## src/rtl/core/gsa_pkg.sv

```systemverilog
// ----------------------------------------------------------------------------
// Generational slot allocator package
// Shared widths, request and status codes, and controller/datapath structs.
// ----------------------------------------------------------------------------
package gsa_pkg;

    localparam int KIND_W = 2;
    localparam int IDX_W  = 6;
    localparam int GEN_W  = 8;
    localparam int ST_W   = 2;

    // Free flags are searched in groups of this many bits.
    localparam int GROUP_W    = 32;
    localparam int GROUP_BITS = 5;

    localparam logic [KIND_W-1:0] K_ALLOC  = 2'd0;
    localparam logic [KIND_W-1:0] K_FREE   = 2'd1;
    localparam logic [KIND_W-1:0] K_LOOKUP = 2'd2;
    localparam logic [KIND_W-1:0] K_RESET  = 2'd3;

    localparam logic [ST_W-1:0] ST_OK      = 2'd0;
    localparam logic [ST_W-1:0] ST_FULL    = 2'd1;
    localparam logic [ST_W-1:0] ST_STALE   = 2'd2;
    localparam logic [ST_W-1:0] ST_INVALID = 2'd3;

    // Commands from the controller to the datapath.
    typedef struct packed {
        logic in_ready;
        logic clear;
        logic find;
        logic pick;
        logic gen;
        logic check;
        logic out_load;
    } t_ctl;

    // Status from the datapath to the controller.
    typedef struct packed {
        logic              in_valid;
        logic [KIND_W-1:0] in_kind;
        logic              clear_done;
        logic              any_free;
        logic              out_space;
    } t_sts;

endpackage

```

## src/rtl/core/gsa_req_if.sv

```systemverilog
// ----------------------------------------------------------------------------
// Request channel
// Valid/ready channel carrying one allocator request word.
// ----------------------------------------------------------------------------
interface gsa_req_if;
    logic                          valid;
    logic                          ready;
    logic [gsa_pkg::KIND_W-1:0]    kind;
    logic                          handle_valid;
    logic [gsa_pkg::IDX_W-1:0]     slot_index;
    logic [gsa_pkg::GEN_W-1:0]     handle_generation;

    modport source (
        output valid, kind, handle_valid, slot_index, handle_generation,
        input  ready
    );
    modport sink (
        input  valid, kind, handle_valid, slot_index, handle_generation,
        output ready
    );
endinterface

```

## src/rtl/core/gsa_rsp_if.sv

```systemverilog
// ----------------------------------------------------------------------------
// Response channel
// Valid/ready channel carrying one allocator response word.
// ----------------------------------------------------------------------------
interface gsa_rsp_if;
    logic                        valid;
    logic                        ready;
    logic [gsa_pkg::ST_W-1:0]    status;
    logic [gsa_pkg::IDX_W-1:0]   result_index;
    logic [gsa_pkg::GEN_W-1:0]   result_generation;

    modport source (
        output valid, status, result_index, result_generation,
        input  ready
    );
    modport sink (
        input  valid, status, result_index, result_generation,
        output ready
    );
endinterface

```

## src/rtl/core/gsa_ctrl.sv

```systemverilog
// ----------------------------------------------------------------------------
// Allocator controller
// Sequences the clearing pass and the steps of each request.
// ----------------------------------------------------------------------------
module gsa_ctrl (
    input  logic          i_clk,
    input  logic          i_rst_n,
    input  gsa_pkg::t_sts i_sts,
    output gsa_pkg::t_ctl o_ctl
);

    localparam logic [2:0] S_CLEAR = 3'd0;
    localparam logic [2:0] S_IDLE  = 3'd1;
    localparam logic [2:0] S_FIND  = 3'd2;
    localparam logic [2:0] S_PICK  = 3'd3;
    localparam logic [2:0] S_GEN   = 3'd4;
    localparam logic [2:0] S_CHECK = 3'd5;
    localparam logic [2:0] S_RESP  = 3'd6;

    logic [2:0] r_state;
    logic [2:0] n_state;

    always_comb begin
        n_state = r_state;
        o_ctl   = '0;
        case (r_state)
            S_CLEAR: begin
                o_ctl.clear = 1'b1;
                if (i_sts.clear_done) begin
                    n_state = S_IDLE;
                end
            end
            S_IDLE: begin
                o_ctl.in_ready = 1'b1;
                if (i_sts.in_valid) begin
                    case (i_sts.in_kind)
                        gsa_pkg::K_ALLOC: n_state = S_FIND;
                        gsa_pkg::K_RESET: n_state = S_RESP;
                        default:          n_state = S_CHECK;
                    endcase
                end
            end
            S_FIND: begin
                o_ctl.find = 1'b1;
                n_state    = S_PICK;
            end
            S_PICK: begin
                o_ctl.pick = 1'b1;
                n_state    = i_sts.any_free ? S_GEN : S_RESP;
            end
            S_GEN: begin
                o_ctl.gen = 1'b1;
                n_state   = S_RESP;
            end
            S_CHECK: begin
                o_ctl.check = 1'b1;
                n_state     = S_RESP;
            end
            S_RESP: begin
                if (i_sts.out_space) begin
                    o_ctl.out_load = 1'b1;
                    n_state        = S_IDLE;
                end
            end
            default: begin
                n_state = S_IDLE;
            end
        endcase
    end

    always_ff @(posedge i_clk) begin
        if (!i_rst_n) begin
            r_state <= S_CLEAR;
        end else begin
            r_state <= n_state;
        end
    end

endmodule

```

## src/rtl/core/gsa_dp.sv

```systemverilog
// ----------------------------------------------------------------------------
// Allocator datapath
// Free flags, generation memory with epoch offset, search and result registers.
// ----------------------------------------------------------------------------
module gsa_dp #(
    parameter int SLOTS = 64
) (
    input  logic          i_clk,
    input  logic          i_rst_n,
    input  gsa_pkg::t_ctl i_ctl,
    output gsa_pkg::t_sts o_sts,
    gsa_req_if.sink       i_req,
    gsa_rsp_if.source     o_rsp
);

    localparam int IW  = $clog2(SLOTS);
    localparam int AW  = (IW > gsa_pkg::IDX_W) ? IW : gsa_pkg::IDX_W;
    localparam int NG  = (SLOTS + gsa_pkg::GROUP_W - 1) / gsa_pkg::GROUP_W;
    localparam int GW  = (NG > 1) ? $clog2(NG) : 1;
    localparam int FW  = GW + gsa_pkg::GROUP_BITS;
    localparam int PW  = (FW > IW) ? FW : IW;
    localparam int NB  = NG * gsa_pkg::GROUP_W;
    localparam logic [NB-1:0] FREE_INIT = {NB{1'b1}} >> (NB - SLOTS);

    // Request word.
    logic [gsa_pkg::KIND_W-1:0] r_kind;
    logic                       r_hv;
    logic [gsa_pkg::IDX_W-1:0]  r_idx;
    logic [gsa_pkg::GEN_W-1:0]  r_hgen;
    logic [IW-1:0]              r_addr;

    // Slot state.
    logic [NB-1:0]              r_free;
    logic [NB-1:0]              n_free;
    logic [gsa_pkg::GEN_W-1:0]  r_epoch;
    logic [gsa_pkg::GEN_W-1:0]  mem [SLOTS];
    logic [gsa_pkg::GEN_W-1:0]  r_rd;
    logic [IW-1:0]              r_clr;

    // Search.
    logic [NG-1:0]              grp_any;
    logic [GW-1:0]              find_grp;
    logic [GW-1:0]              r_grp;
    logic                       r_any;
    logic [gsa_pkg::GROUP_W-1:0]    grp_bits;
    logic [gsa_pkg::GROUP_BITS-1:0] pick_bit;
    logic [FW-1:0]              pick_full;
    logic [PW-1:0]              pick_ext;

    // Pending and output result.
    logic [gsa_pkg::ST_W-1:0]   r_st;
    logic [gsa_pkg::IDX_W-1:0]  r_ri;
    logic [gsa_pkg::GEN_W-1:0]  r_rg;
    logic                       r_ov;
    logic [gsa_pkg::ST_W-1:0]   r_o_st;
    logic [gsa_pkg::IDX_W-1:0]  r_o_ri;
    logic [gsa_pkg::GEN_W-1:0]  r_o_rg;

    logic                       accept;
    logic                       in_reset;
    logic [AW-1:0]              in_ext;
    logic                       in_range;
    logic [gsa_pkg::GEN_W-1:0]  eff_gen;
    logic                       hit;
    logic                       free_hit;
    logic                       mem_we;
    logic [IW-1:0]              mem_wa;
    logic [gsa_pkg::GEN_W-1:0]  mem_wd;
    logic                       mem_re;
    logic [IW-1:0]              mem_ra;

    assign accept   = i_ctl.in_ready && i_req.valid;
    assign in_reset = accept && (i_req.kind == gsa_pkg::K_RESET);
    assign in_ext   = AW'(i_req.slot_index);

    assign i_req.ready = i_ctl.in_ready;

    assign o_sts.in_valid   = i_req.valid;
    assign o_sts.in_kind    = i_req.kind;
    assign o_sts.clear_done = (r_clr == IW'(SLOTS - 1));
    assign o_sts.any_free   = r_any;
    assign o_sts.out_space  = !r_ov || o_rsp.ready;

    // Group summaries and lowest non-empty group.
    always_comb begin
        find_grp = '0;
        for (int g = 0; g < NG; g++) begin
            grp_any[g] = |r_free[g*gsa_pkg::GROUP_W +: gsa_pkg::GROUP_W];
        end
        for (int g = NG - 1; g >= 0; g--) begin
            if (grp_any[g]) begin
                find_grp = GW'(g);
            end
        end
    end

    // Lowest free bit inside the chosen group.
    always_comb begin
        grp_bits = '0;
        pick_bit = '0;
        for (int g = 0; g < NG; g++) begin
            if (GW'(g) == r_grp) begin
                grp_bits = r_free[g*gsa_pkg::GROUP_W +: gsa_pkg::GROUP_W];
            end
        end
        for (int b = gsa_pkg::GROUP_W - 1; b >= 0; b--) begin
            if (grp_bits[b]) begin
                pick_bit = gsa_pkg::GROUP_BITS'(b);
            end
        end
    end

    assign pick_full = {r_grp, pick_bit};
    assign pick_ext  = PW'(pick_full);

    // Effective generation is the stored value plus the reset epoch.
    assign eff_gen  = r_rd + r_epoch;
    assign in_range = (AW + 1)'(r_idx) < (AW + 1)'(SLOTS);
    assign hit      = r_hv && in_range && (eff_gen == r_hgen);
    assign free_hit = i_ctl.check && hit && (r_kind == gsa_pkg::K_FREE);

    always_comb begin
        n_free = r_free;
        if (in_reset) begin
            n_free = FREE_INIT;
        end else if (i_ctl.pick && r_any) begin
            for (int i = 0; i < NB; i++) begin
                if (FW'(i) == pick_full) begin
                    n_free[i] = 1'b0;
                end
            end
        end else if (free_hit) begin
            for (int i = 0; i < SLOTS; i++) begin
                if (IW'(i) == r_addr) begin
                    n_free[i] = 1'b1;
                end
            end
        end
    end

    // Generation memory ports.
    always_comb begin
        mem_we = i_ctl.clear || free_hit;
        mem_wa = i_ctl.clear ? r_clr : r_addr;
        mem_wd = i_ctl.clear ? '0 : r_rd + 8'd1;
        mem_re = accept || i_ctl.pick;
        mem_ra = i_ctl.pick ? pick_ext[IW-1:0] : in_ext[IW-1:0];
    end

    always_ff @(posedge i_clk) begin
        if (mem_we) begin
            mem[mem_wa] <= mem_wd;
        end
        if (mem_re) begin
            r_rd <= mem[mem_ra];
        end
    end

    // Control state.
    always_ff @(posedge i_clk) begin
        if (!i_rst_n) begin
            r_free  <= FREE_INIT;
            r_epoch <= '0;
            r_clr   <= '0;
            r_ov    <= 1'b0;
        end else begin
            r_free <= n_free;
            if (in_reset) begin
                r_epoch <= r_epoch + 8'd1;
            end
            if (i_ctl.clear) begin
                r_clr <= r_clr + IW'(1);
            end
            if (i_ctl.out_load) begin
                r_ov <= 1'b1;
            end else if (o_rsp.ready) begin
                r_ov <= 1'b0;
            end
        end
    end

    // Payload registers.
    always_ff @(posedge i_clk) begin
        if (accept) begin
            r_kind <= i_req.kind;
            r_hv   <= i_req.handle_valid;
            r_idx  <= i_req.slot_index;
            r_hgen <= i_req.handle_generation;
            r_addr <= in_ext[IW-1:0];
        end
        if (in_reset) begin
            r_st <= gsa_pkg::ST_OK;
            r_ri <= '0;
            r_rg <= '0;
        end
        if (i_ctl.find) begin
            r_grp <= find_grp;
            r_any <= |grp_any;
        end
        if (i_ctl.pick) begin
            if (r_any) begin
                r_st <= gsa_pkg::ST_OK;
                r_ri <= pick_full[gsa_pkg::IDX_W-1:0];
            end else begin
                r_st <= gsa_pkg::ST_FULL;
                r_ri <= '0;
                r_rg <= '0;
            end
        end
        if (i_ctl.gen) begin
            r_rg <= eff_gen;
        end
        if (i_ctl.check) begin
            r_ri <= r_idx;
            if (!r_hv || !in_range) begin
                r_st <= gsa_pkg::ST_INVALID;
                r_rg <= '0;
            end else if (!hit) begin
                r_st <= gsa_pkg::ST_STALE;
                r_rg <= eff_gen;
            end else begin
                r_st <= gsa_pkg::ST_OK;
                r_rg <= (r_kind == gsa_pkg::K_FREE) ? eff_gen + 8'd1 : eff_gen;
            end
        end
        if (i_ctl.out_load) begin
            r_o_st <= r_st;
            r_o_ri <= r_ri;
            r_o_rg <= r_rg;
        end
    end

    assign o_rsp.valid             = r_ov;
    assign o_rsp.status            = r_o_st;
    assign o_rsp.result_index      = r_o_ri;
    assign o_rsp.result_generation = r_o_rg;

    // A bulk reset advances every effective generation by exactly one.
    a_epoch_step: assert property (@(posedge i_clk) disable iff (!i_rst_n)
        in_reset |=> (r_epoch == $past(r_epoch) + 8'd1))
        else $error("epoch did not advance on bulk reset");

    // The controller loads a result only when the output register can take it.
    a_no_overwrite: assert property (@(posedge i_clk) disable iff (!i_rst_n)
        i_ctl.out_load |-> (!r_ov || o_rsp.ready))
        else $error("pending response word overwritten");

    // A full pool reports a zero handle.
    a_full_zero: assert property (@(posedge i_clk) disable iff (!i_rst_n)
        (r_ov && (r_o_st == gsa_pkg::ST_FULL)) |-> (r_o_ri == '0 && r_o_rg == '0))
        else $error("pool full response carries a handle");

endmodule

```

## src/rtl/core/generational_slot_allocator_core.sv

```systemverilog
// ----------------------------------------------------------------------------
// Generational slot allocator core
// Pool of SLOTS slots, each with a free flag and an 8-bit wrapping generation.
// ----------------------------------------------------------------------------
// Usage: requests arrive on i_req, one word per handshake, and each request
// produces exactly one response word on o_rsp. A request word holds the kind
// (allocate, free, look up, reset all) and a handle (valid bit, slot index,
// generation); a response word holds a status, a slot index and a generation.
// Reset all goes straight to the response; free and look up first pass a
// handle check, and allocate a group search, a slot pick and a generation
// step (skipped when the pool is full). The block takes one request at a
// time: the next word is accepted only after the previous response is
// loaded into the output register. Allocate picks the lowest 32-slot group
// with a free slot, then the slot inside it, then takes its generation from
// the memory read; free and look up read the generation memory as they are
// accepted. After reset a clearing pass writes zero to every generation
// entry, one per cycle; i_req.ready stays low until it completes.
// The response sits in an output register; while the receiver stalls, the
// block may finish the next request and holds it until the register drains.
// ----------------------------------------------------------------------------
module generational_slot_allocator_core #(
    parameter int SLOTS = 64
) (
    input  logic      i_clk,
    input  logic      i_rst_n,
    gsa_req_if.sink   i_req,
    gsa_rsp_if.source o_rsp
);

    // Control and status between the sequencer and the datapath.
    gsa_pkg::t_ctl ctl;
    gsa_pkg::t_sts sts;

    // The controller walks each request through its steps: search, memory
    // read, compare, then hand-off to the output register.
    gsa_ctrl u_ctrl (
        .i_clk   (i_clk),
        .i_rst_n (i_rst_n),
        .i_sts   (sts),
        .o_ctl   (ctl)
    );

    // The datapath keeps free flags in flip-flops and generations in a memory.
    // A bulk reset sets every free flag and bumps a common epoch added to every
    // stored generation instead of rewriting the memory, whatever the pool size.
    gsa_dp #(
        .SLOTS (SLOTS)
    ) u_dp (
        .i_clk   (i_clk),
        .i_rst_n (i_rst_n),
        .i_ctl   (ctl),
        .o_sts   (sts),
        .i_req   (i_req),
        .o_rsp   (o_rsp)
    );

endmodule

```

## src/flat_wrapper.sv

```systemverilog
// flat-port wrapper written by rule: the top's interface ports become plain ports
module generational_slot_allocator_core_flat 
#(
    parameter int SLOTS = 64
)
  (i_clk, i_rst_n, i_req_valid, i_req_kind, i_req_handle_valid, i_req_slot_index, i_req_handle_generation, i_req_ready, o_rsp_valid, o_rsp_status, o_rsp_result_index, o_rsp_result_generation, o_rsp_ready);
  gsa_req_if i_req_i ();
  gsa_rsp_if o_rsp_i ();
  input  logic i_clk;
  input  logic i_rst_n;
  input wire logic [$bits(i_req_i.valid)-1:0] i_req_valid;
  input wire logic [$bits(i_req_i.kind)-1:0] i_req_kind;
  input wire logic [$bits(i_req_i.handle_valid)-1:0] i_req_handle_valid;
  input wire logic [$bits(i_req_i.slot_index)-1:0] i_req_slot_index;
  input wire logic [$bits(i_req_i.handle_generation)-1:0] i_req_handle_generation;
  output wire logic [$bits(i_req_i.ready)-1:0] i_req_ready;
  output wire logic [$bits(o_rsp_i.valid)-1:0] o_rsp_valid;
  output wire logic [$bits(o_rsp_i.status)-1:0] o_rsp_status;
  output wire logic [$bits(o_rsp_i.result_index)-1:0] o_rsp_result_index;
  output wire logic [$bits(o_rsp_i.result_generation)-1:0] o_rsp_result_generation;
  input wire logic [$bits(o_rsp_i.ready)-1:0] o_rsp_ready;
  assign i_req_i.valid = i_req_valid;
  assign i_req_i.kind = i_req_kind;
  assign i_req_i.handle_valid = i_req_handle_valid;
  assign i_req_i.slot_index = i_req_slot_index;
  assign i_req_i.handle_generation = i_req_handle_generation;
  assign i_req_ready = i_req_i.ready;
  assign o_rsp_valid = o_rsp_i.valid;
  assign o_rsp_status = o_rsp_i.status;
  assign o_rsp_result_index = o_rsp_i.result_index;
  assign o_rsp_result_generation = o_rsp_i.result_generation;
  assign o_rsp_i.ready = o_rsp_ready;
  generational_slot_allocator_core #(.SLOTS(SLOTS)) u_core (.i_clk(i_clk), .i_rst_n(i_rst_n), .i_req(i_req_i), .o_rsp(o_rsp_i));
endmodule
```

## config.mk

```make
export PLATFORM = sky130hd
export DESIGN_NAME = generational_slot_allocator_core_flat
export DESIGN_NICKNAME = d
export VERILOG_FILES = /design/src/rtl/core/gsa_pkg.sv /design/src/rtl/core/gsa_req_if.sv /design/src/rtl/core/gsa_rsp_if.sv /design/src/rtl/core/gsa_ctrl.sv /design/src/rtl/core/gsa_dp.sv /design/src/rtl/core/generational_slot_allocator_core.sv /design/src/flat_wrapper.sv
export SDC_FILE = /design/constraint.sdc
export NUM_CORES = 1
export LEC_CHECK = 0
export ABC_AREA = 0
export BUFFER_PORTS_ARGS = -buffer_cell sky130_fd_sc_hd__buf_2
export CAP_MARGIN = 20
export CORE_ASPECT_RATIO = 0.5
export CORE_MARGIN = 5
export CORE_UTILIZATION = 63
export CTS_BUF_LIST = sky130_fd_sc_hd__clkbuf_4 sky130_fd_sc_hd__clkbuf_8 sky130_fd_sc_hd__clkbuf_16
export CTS_CLUSTER_SIZE = 25
export DETAILED_ROUTE_END_ITERATION = 7
export PLACE_DENSITY = 0.78
export SLEW_MARGIN = 0
export SYNTH_ARGS = -nofsm -noshare
export SYNTH_HDL_FRONTEND = slang
export SYNTH_SLANG_ARGS = --single-unit
export TNS_END_PERCENT = 20
```

## constraint.sdc

```tcl
create_clock -name i_clk -period 4.9 [get_ports i_clk]
set_clock_uncertainty 0.05 [all_clocks]
set_input_delay 0 -clock i_clk [delete_from_list [all_inputs] [get_ports i_clk]]
set_output_delay 0 -clock i_clk [all_outputs]
set_load 0.02 [all_outputs]
```

Word-level counts from Yosys, hierarchy flattened

Memories as Yosys holds them, arrays and structs flattened. A register that Yosys moved wholly into a read port is not among the register bits.
Cells that the tools add are included.

Reduce and logical (&&, ||, !) cells: 151
Equality and inequality tests: 203
Mux-type cells: 203
Bitwise operators: 1
Add/sub/neg operators: 5

Operators with widths:

| operator              | number |
|---|---|
| $eq A6 B6 Y1 const A  | 64 |
| $reduce_and A3 Y1     | 65 |
| $eq A5 B6 Y1 const A  | 32 |
| $mux W5               | 32 |
| $mux W1               | 142 |
| $ne A2 B1 Y1 const B  | 66 |
| $reduce_bool A2 Y1    | 66 |
| $mux W64              | 2 |
| $eq A4 B6 Y1 const A  | 16 |
| $mux W8               | 9 |
| $reduce_or A32 Y1     | 2 |
| $reduce_or A64 Y1     | 1 |
| $eq A3 B6 Y1 const A  | 8 |
| $mux W6               | 6 |
| $mux W32              | 1 |
| $add A8 B1 Y8 const B | 3 |
| $eq A2 B6 Y1 const A  | 4 |
| $pmux W3 S6           | 1 |
| $eq A1 B6 Y1 const A  | 2 |
| $logic_not A6 Y1      | 2 |
| $mux W2               | 6 |
| $eq A3 B3 Y1 const B  | 3 |
| $mux W3               | 3 |
| $add A8 B8 Y8         | 1 |
| 17 further kinds      | 26 |

Input bits: 21
Flip-flop bits (word level): 133
Memories: 1
Output and inout port bits: 18
Logic and storage cells: 644
RAM bits: 512

Memories:

| name            | depth | bits a word | read ports | clocked after Yosys merged registers in | wr ports | line         | RTL |
|---|---|---|---|---|---|---|---|
| u_core.u_dp.mem | 64    | 8           | 1          | 1                                       | 1        | gsa_dp.sv:36 | `logic [gsa_pkg::GEN_W-1:0] mem [SLOTS];` |

Logic depth before layout (Yosys ltp)

Gate-level depths: netlist of run 1.

Depth after elaboration: 36
Depth in mapped cells: 17
Mapped depth without buffers: 12

Cells and area by module

From an unflattened synthesis of run 1, not the netlist that was laid out.

Cells, all modules: 2259
Area, all modules: 28250.8 um^2

Modules (own cells, without submodules):

| module   | area an instance (um^2) | cells an instance | instances | sequential area each (um^2) |
|---|---|---|---|---|
| gsa_dp   | 28008.1                 | 2227              | 1         | 18647.9 |
| gsa_ctrl | 242.7                   | 32                | 1         | 60.1 |

Worst setup path before layout of run 1

No wires, ideal clock.

Path kind: register to register
From: reg u_core.u_dp.r_rd[0] in the netlist's numbering (read register of u_core.u_dp.mem)
To: mem u_core.u_dp.mem[16][0] in the netlist's numbering (enable)
Data arrival time: 3.590 ns
Path buffers: 1
Library setup time: 0.383 ns
Path slack: 0.876 ns
Stages on the path, launching flop included: 13
Required time: 4.467 ns
Clock period less this slack: 4.024 ns
Cells stage by stage: edfxtp_1 ha_1 fa_1 a21o_1 a21oi_1 xnor2_1 xor2_1 nor3_1 and3_1 nand3_1 o41a_1 clkbuf_1 nor3_1

Longest elaborated chain between the ends: 8

RTL lines:

| item                              | line          | RTL |
|---|---|---|
| start, declared                   | gsa_dp.sv:37  | `logic [gsa_pkg::GEN_W-1:0] r_rd;` |
| $add A8 B8 Y8                     | gsa_dp.sv:117 | `assign eff_gen = r_rd + r_epoch;` |
| $eq A8 B8 Y1                      | gsa_dp.sv:119 | `assign hit = r_hv && in_range && (eff_gen == r_hgen);` |
| $logic_and A1 B1 Y1               | gsa_dp.sv:119 |  |
| $logic_and A1 B1 Y1 (2 in series) | gsa_dp.sv:120 | `assign free_hit = i_ctl.check && hit && (r_kind == gsa_pkg::K_FREE);` |
| $logic_or A1 B1 Y1                | gsa_dp.sv:143 | `mem_we = i_ctl.clear \|\| free_hit;` |
| $mux W1                           | gsa_dp.sv:151 | `if (mem_we) begin` |
| $mux W1 (implied by the code)     | gsa_dp.sv:152 | `mem[mem_wa] <= mem_wd;` |
| end, declared                     | gsa_dp.sv:36  |  |

Every way passes these cells.

Worst setup path after layout of run 1

From: reg u_core.u_dp.r_rd[0] in the netlist's numbering (read register of u_core.u_dp.mem)
To: mem u_core.u_dp.mem[26][2] in the netlist's numbering (enable)

The elaborated chain is that of the path after synthesis.

==> results of run 1 <==
[area by class of cell]
type / count / area [um^2]
sequential: 653 / 18700
fill: 2812 / 12300
multi-input combinational: 1429 / 8850
clock buffer: 66 / 1470
timing repair buffer: 181 / 1460
tap: 588 / 736
clock inverter: 29 / 273
inverter: 26 / 97.6
antenna: 1 / 2.50
[critical path: stages (launching register included)]
cell and delay, ns:
edfxtp_1 0.51, ha_1 0.27, fa_1 0.47, a21o_1 0.19, a21oi_1 0.21, xnor2_1 0.32
xor2_1 0.13, nor3_1 0.26, nand2_1 0.09, nand4b_1 0.35, o32a_1 0.41, o21bai_1 0.37
nor2_1 0.58
[routing by layer]
| metal | vias to the layer above | global-route usage [%] | wire, um |
|---|---|---|---|
| li1 | 8676 | - | - |
| met1 | 9636 | 45.0 | 30500 |
| met2 | 1311 | 46.8 | 34700 |
| met3 | 215 | 7.07 | 9100 |
| met4 | 2 | 10.2 | 2870 |
| met5 | - | 0 | 12 |
[metrics by stage]
step	total power [mW]	setup WS, ns	util, %	std cells	hold slack, ns
after global placement	7.46	0.570	67.4	2853	0.128
after global routing	12.1	-0.0245	72.0	2972	0.0335
after floorplan	7.04	0.876	-	2223	0.0489
after detailed placement	7.49	0.425	67.5	2854	0.129
final	11.8	0.297	72.1	2973	0.0397
after CTS	11.7	0.352	71.9	2970	0.0332
[cell usage in the layout (no fill, tap or decap), types with 22 or more instances in the layout]
cell type,count
clkbuf_16,55
buf_2,38
dfxtp_1,90
a31oi_1,60
a21oi_1,55
inv_1,25
buf_4,111
nand3_1,89
and2_1,22
edfxtp_1,563
mux2i_1,112
nor3_1,53
nor2_1,122
o21ai_0,59
xnor2_1,24
a32oi_1,33
nand2_1,375
[cells by family (layout without fill, tap and decap cells)]
family | after synthesis | after routing | share of synthesized area, %
mux | 129 | 129 | 4.67
simple gates | 833 | 833 | 13.8
buf+inv | 141 | 302 | 2.33
xor+xnor | 36 | 36 | 1.28
flops | 653 | 653 | 66.6
other cells | 0 | 1 | 0
compound gates | 417 | 417 | 10.7
fa+ha+maj | 14 | 14 | 0.650
[power groups by stage]
stage          Clock, mW  Sequential (mW)  Combinational, mW
2_1_floorplan          0             6.44              0.595
3_3_place_gp           0             6.48              0.977
3_5_place_dp           0             6.48               1.00
4_1_cts             4.34             6.36               1.02
5_1_grt             4.59             6.37               1.12
6_report            4.32             6.36               1.06
[cell usage after synthesis (14+ instances only)]
| cell type | instances |
|---|---|
| nand4_1 | 14 |
| nand2_1 | 375 |
| o21a_1 | 15 |
| a31oi_1 | 60 |
| dfxtp_1 | 90 |
| mux2i_1 | 112 |
| a221o_1 | 14 |
| o21ai_0 | 59 |
| o22ai_1 | 20 |
| mux2_2 | 17 |
| nor4_1 | 21 |
| clkbuf_1 | 59 |
| or3_1 | 14 |
| xnor2_1 | 24 |
| and2_1 | 23 |
| o211ai_1 | 16 |
| and3_1 | 17 |
| nor3_1 | 54 |
| a21oi_1 | 55 |
| buf_2 | 31 |
| edfxtp_1 | 563 |
| nor2_1 | 129 |
| nand3_1 | 89 |
| nor2b_1 | 21 |
| a32oi_1 | 33 |
| a211oi_1 | 21 |
| nand2b_1 | 14 |
| inv_1 | 25 |
[registers in the layout, indices dropped and copies added, names as in the netlist, 6 cells and up]
signal and cells:
u_core.u_dp.mem 512, u_core.u_dp.r_free 64, u_core.u_dp.o_rsp.result_generation 8, u_core.u_dp.r_epoch 8, u_core.u_dp.r_hgen 8, u_core.u_dp.r_rd 8
u_core.u_dp.r_rg 8, u_core.u_dp.o_rsp.result_index 6, u_core.u_dp.r_addr 6, u_core.u_dp.r_clr 6, u_core.u_dp.r_ri 6
[what timing repair did]
action | CTS | global route
setup endpoints to repair | 0 | 6
hold endpoints to repair | 35 | 0
resized for setup | 0 | 0
hold buffers | 21 | 0
[path summary, 6_finish.rpt]
path	from	to	slack [ns]	depth (start not counted)
worst min-delay path	i_req_handle_generation[7]	u_core.u_dp.r_hgen[7]	0.04	2
worst max-delay path	u_core.u_dp.r_rd[0]	u_core.u_dp.mem[26][2]	0.30	12
worst max register to register	u_core.u_dp.r_rd[0]	u_core.u_dp.mem[26][2]	0.30	12
worst min register to register	u_core.u_dp.r_ri[5]	u_core.u_dp.o_rsp.result_index[5]	0.37	0
==> run metrics, run 1 <==
H-Tree Depth 2; mapped cell area 28100 um^2; Combinational Power Share 9.1%; HP Class primary input to register; PD cells 372 nW/um^2; Setup TNS Final 0 ns; Die ar. 49200 um^2; Post-synth top flop edfxtp_1; LEAKAGE 11.0 nW; row count 54; Net Sw Power 2.81 mW; DR DRC count 0; vias 19800; post-synthesis register bit count 653; Routed Antenna Nets 0; status finished, final reports clean; grt total ovfl 0; DR WL/cell 26.0 um; initial antenna violation count 1; fraction of layout cells with a size suffix above 1 12.8%; worst-path maximum fanout 8; Rel. slew slack 35.0%; Peak VDD IR 0.269 mV; clock buffer count from CTS 54; Die W 309 um; worst setup path category register to register; placed inst area 29600 um^2; Post-synth EDFFs 563; post-synth top area share 60.2%; Post-Syn Area per Cell 12.6 um^2; Synth Instances 2223; final instance area 31600 um^2; sequential share of power 54.2%; min cycle time layout 4.60 ns; nets 2380; I/O pin total 39; Core ar. 43800 um^2; max-slew violations 0; drt first pass iters 6; internal power 8.94 mW; CP arrival 4.80 ns; Area Overhead vs Synth 12.4%; Initial Utilization 64.1%; critical path endpoint category register; slew at the pin closest to its max-slew limit 0.948 ns; CTS tree yes; ys async rst share 0%; vias in the first global route 19100; CP Data Required Time 5.09 ns; largest net degree at the start of global routing 75; setup violators final 0; routed vias/inst 6.67; Switching Share 23.9%; sequential fraction of the synthesis area 66.6%; CP startpoint kind register; CTS root buf clkbuf_16; Final period util 93.9%; CTS clk-pin slew, worst paths 0.07 ns; Clock Sinks 653; Yosys Warn Count 0; Final Hold Fails 0; Setup Buffers After CTS 0; clock power share 36.8%; Synth area leaders edfxtp_1, dfxtp_1, nand2_1, mux2i_1, nor2_1; Die H 159 um; Synth cell types 92; max-cap viol count 0; post-synth top area cell edfxtp_1; DP HPWL 50.1 mm; I/O Buffers 38; RD Place Congestion 0.981; RSZ-0062 raised after global routing yes; Clock Latency Late Sink 0.62 ns; syn nets 2258; total wire length 77.2 mm; global-route wire length before repair 117 mm; clk buf depth 3; Total GRT Usage 30.9%; Detailed Route Iter0 Violations 3121; Max Fclk 0.217 GHz
Power figures use the tool's default switching activity.
==> run 2: changes to the inputs <==
- PLACE_DENSITY: 0.78 -> 0.82
==> run metrics, run 2 (synthesis gave the netlist of run 1 again) <==
DR DRC count 0; max reg flops 512; Initial Utilization 64.1%; Die H 159 um; worst-path maximum fanout 12; Net Sw Power 2.89 mW; DR WL/cell 27.0 um; Most flops, register u_core.u_dp.mem; Final Hold Fails 0; initial antenna violation count 2; CTS root buf clkbuf_16; Core ar. 43800 um^2; placed inst area 29600 um^2; I/O Buffers 38; Final period util 92.6%; Max Fclk 0.220 GHz; CP Cell Sequence ha_1, fa_1, a21o_1, a21oi_1, xnor2_1, xor2_1, nor3_1, and3_1, nand3_1, o41a_1, nand2b_1, nor2_1, buf_4; worst hold path depth 2; max-cap viol count 0; Total GRT Usage 32.1%; drt first pass iters 7; Max stage delay on crit path 0.68 ns; status finished, final reports clean; worst setup path category register to register; Routed Antenna Nets 0; I/O pin total 39; Peak VDD IR 0.273 mV; Combinational Power Share 9.0%; Clock Sinks 653; CTS tree yes; Detailed Route Iter0 Violations 3488; Setup TNS Final 0 ns; vias in the first global route 19600; global-route wire length before repair 120 mm; clock power share 38.5%; max-slew violations 0; worst r2r src u_core.u_dp.r_rd[0]; clk buf depth 3; internal power 9.22 mW; most common cell after layout, fill and taps aside edfxtp_1; Hold Startpoint i_req_handle_generation[3]; CP Data Required Time 5.17 ns; min cycle time layout 4.54 ns; row count 54; routed vias/inst 6.90; clock buffer count from CTS 54; critical path endpoint category register; DP HPWL 52.0 mm; flop2flop setup slack 0.36 ns; global routing's busiest layer met2; Area Overhead vs Synth 12.8%; CP arrival 4.81 ns; n_diodes 0; Setup Buffers After CTS 0; reg2reg end u_core.u_dp.mem[2][5]; HP Class primary input to register; Die W 309 um; Worst R2R Path Depth 13; RD Place Congestion 1.01; total wire length 80.4 mm; Switching Share 23.9%; hold slack 0.0593 ns; largest net degree at the start of global routing 68; Rel. slew slack 28.1%; hold path endpoint u_core.u_dp.r_hgen[3]; Die ar. 49200 um^2; CP startpoint kind register; Critical-path top delay cell o41a_1; GR Layer Usage met3 9.29%; final instance area 31700 um^2; sequential share of power 52.5%; Clock Latency Late Sink 0.63 ns; met1 Use GR 45.4%; met2 usage 48.1%; top flop regs u_core.u_dp.mem: 512 flops, u_core.u_dp.r_free: 64 flops; H-Tree Depth 2; setup violators final 0; PD cells 382 nW/um^2; fraction of layout cells with a size suffix above 1 13.2%; LEAKAGE 11.0 nW; RSZ-0062 raised after global routing no; slew at the pin closest to its max-slew limit 1.08 ns; nets 2375; vias 20500; most frequent cells in the layout edfxtp_1, nand2_1, nor2_1; Total Power 12.1 mW; grt total ovfl 0; CTS clk-pin slew, worst paths 0.07 ns
==> run 2: cell types whose count changed in the layout (fill, tap and decap cells not counted), sizes merged, moves of 2 or more <==
cell / delta
bufinv: +5
buf: -4
clkinvlp: +4
clkinv: -2
inv: -2
==> run 2: cell type report <==
type                    count  area, um^2
inverters                  26        97.6
clock inverters            34         457
repair buffers            176        1370
fillers                  2678       12100
clock buffers              67        1480
well taps                 588         736
flip-flops and latches    653       18700
multi-input cells        1429        8860
==> run 2: worst max-delay path: cells and delay by family, from the launching register on <==
kind / cells / cell delay [ns]
AOI/OAI and AO/OA: 3 / 1.06
xor gates and xnor gates: 2 / 0.42
adders and majority gates: 2 / 0.72
buffers and inverters: 1 / 0.20
DFF: 1 / 0.51
and+or+nand+nor: 5 / 1.28
==> run 2: per-stage QoR <==
stage	setup WS, ns	utilization [%]	cells
2_1_floorplan	0.876	-	2223
3_5_place_dp	0.461	67.4	2852
3_3_place_gp	0.537	67.4	2851
6_report	0.361	72.3	2973
4_1_cts	0.442	72.3	2973
5_1_grt	0.107	72.3	2973
==> run 2: metal layers <==
layer	part of all wire, %	vias up	routed length, um
li1	-	8673	-
met1	38	9836	30200
met2	44	1699	35100
met3	14	289	11600
met4	4.2	2	3420
met5	0.016	-	13
==> run 2: what timing repair did <==
action | 4_1_cts | 5_1_grt
gates resized for setup | 0 | 0
setup endpoints to repair | 0 | 0
endpoints found under the hold margin | 35 | 0
hold buffers | 20 | 0
==> run 2: power by group through the flow <==
stage | clock [mW] | combinational [mW] | sequential [mW]
finish | 4.67 | 1.09 | 6.36
global route | 4.92 | 1.13 | 6.36
CTS | 4.68 | 1.04 | 6.35
detailed placement | 0 | 1.02 | 6.47
global placement | 0 | 0.996 | 6.47
floorplan | 0 | 0.595 | 6.44
==> run 2: how the worst max path moves through the flow <==
stage                         from                endpoint  slack, ns
3_3_place_gp   u_core.u_dp.r_rd[0]   u_core.u_dp.mem[4][2]       0.54
6_report       u_core.u_dp.r_rd[0]   u_core.u_dp.mem[2][5]       0.36
2_1_floorplan  u_core.u_dp.r_rd[0]  u_core.u_dp.mem[16][0]       0.88
3_5_place_dp   u_core.u_dp.r_rd[0]  u_core.u_dp.mem[21][6]       0.46
5_1_grt        u_core.u_dp.r_rd[0]  u_core.u_dp.mem[30][0]       0.11
4_1_cts        u_core.u_dp.r_rd[0]   u_core.u_dp.mem[2][2]       0.44
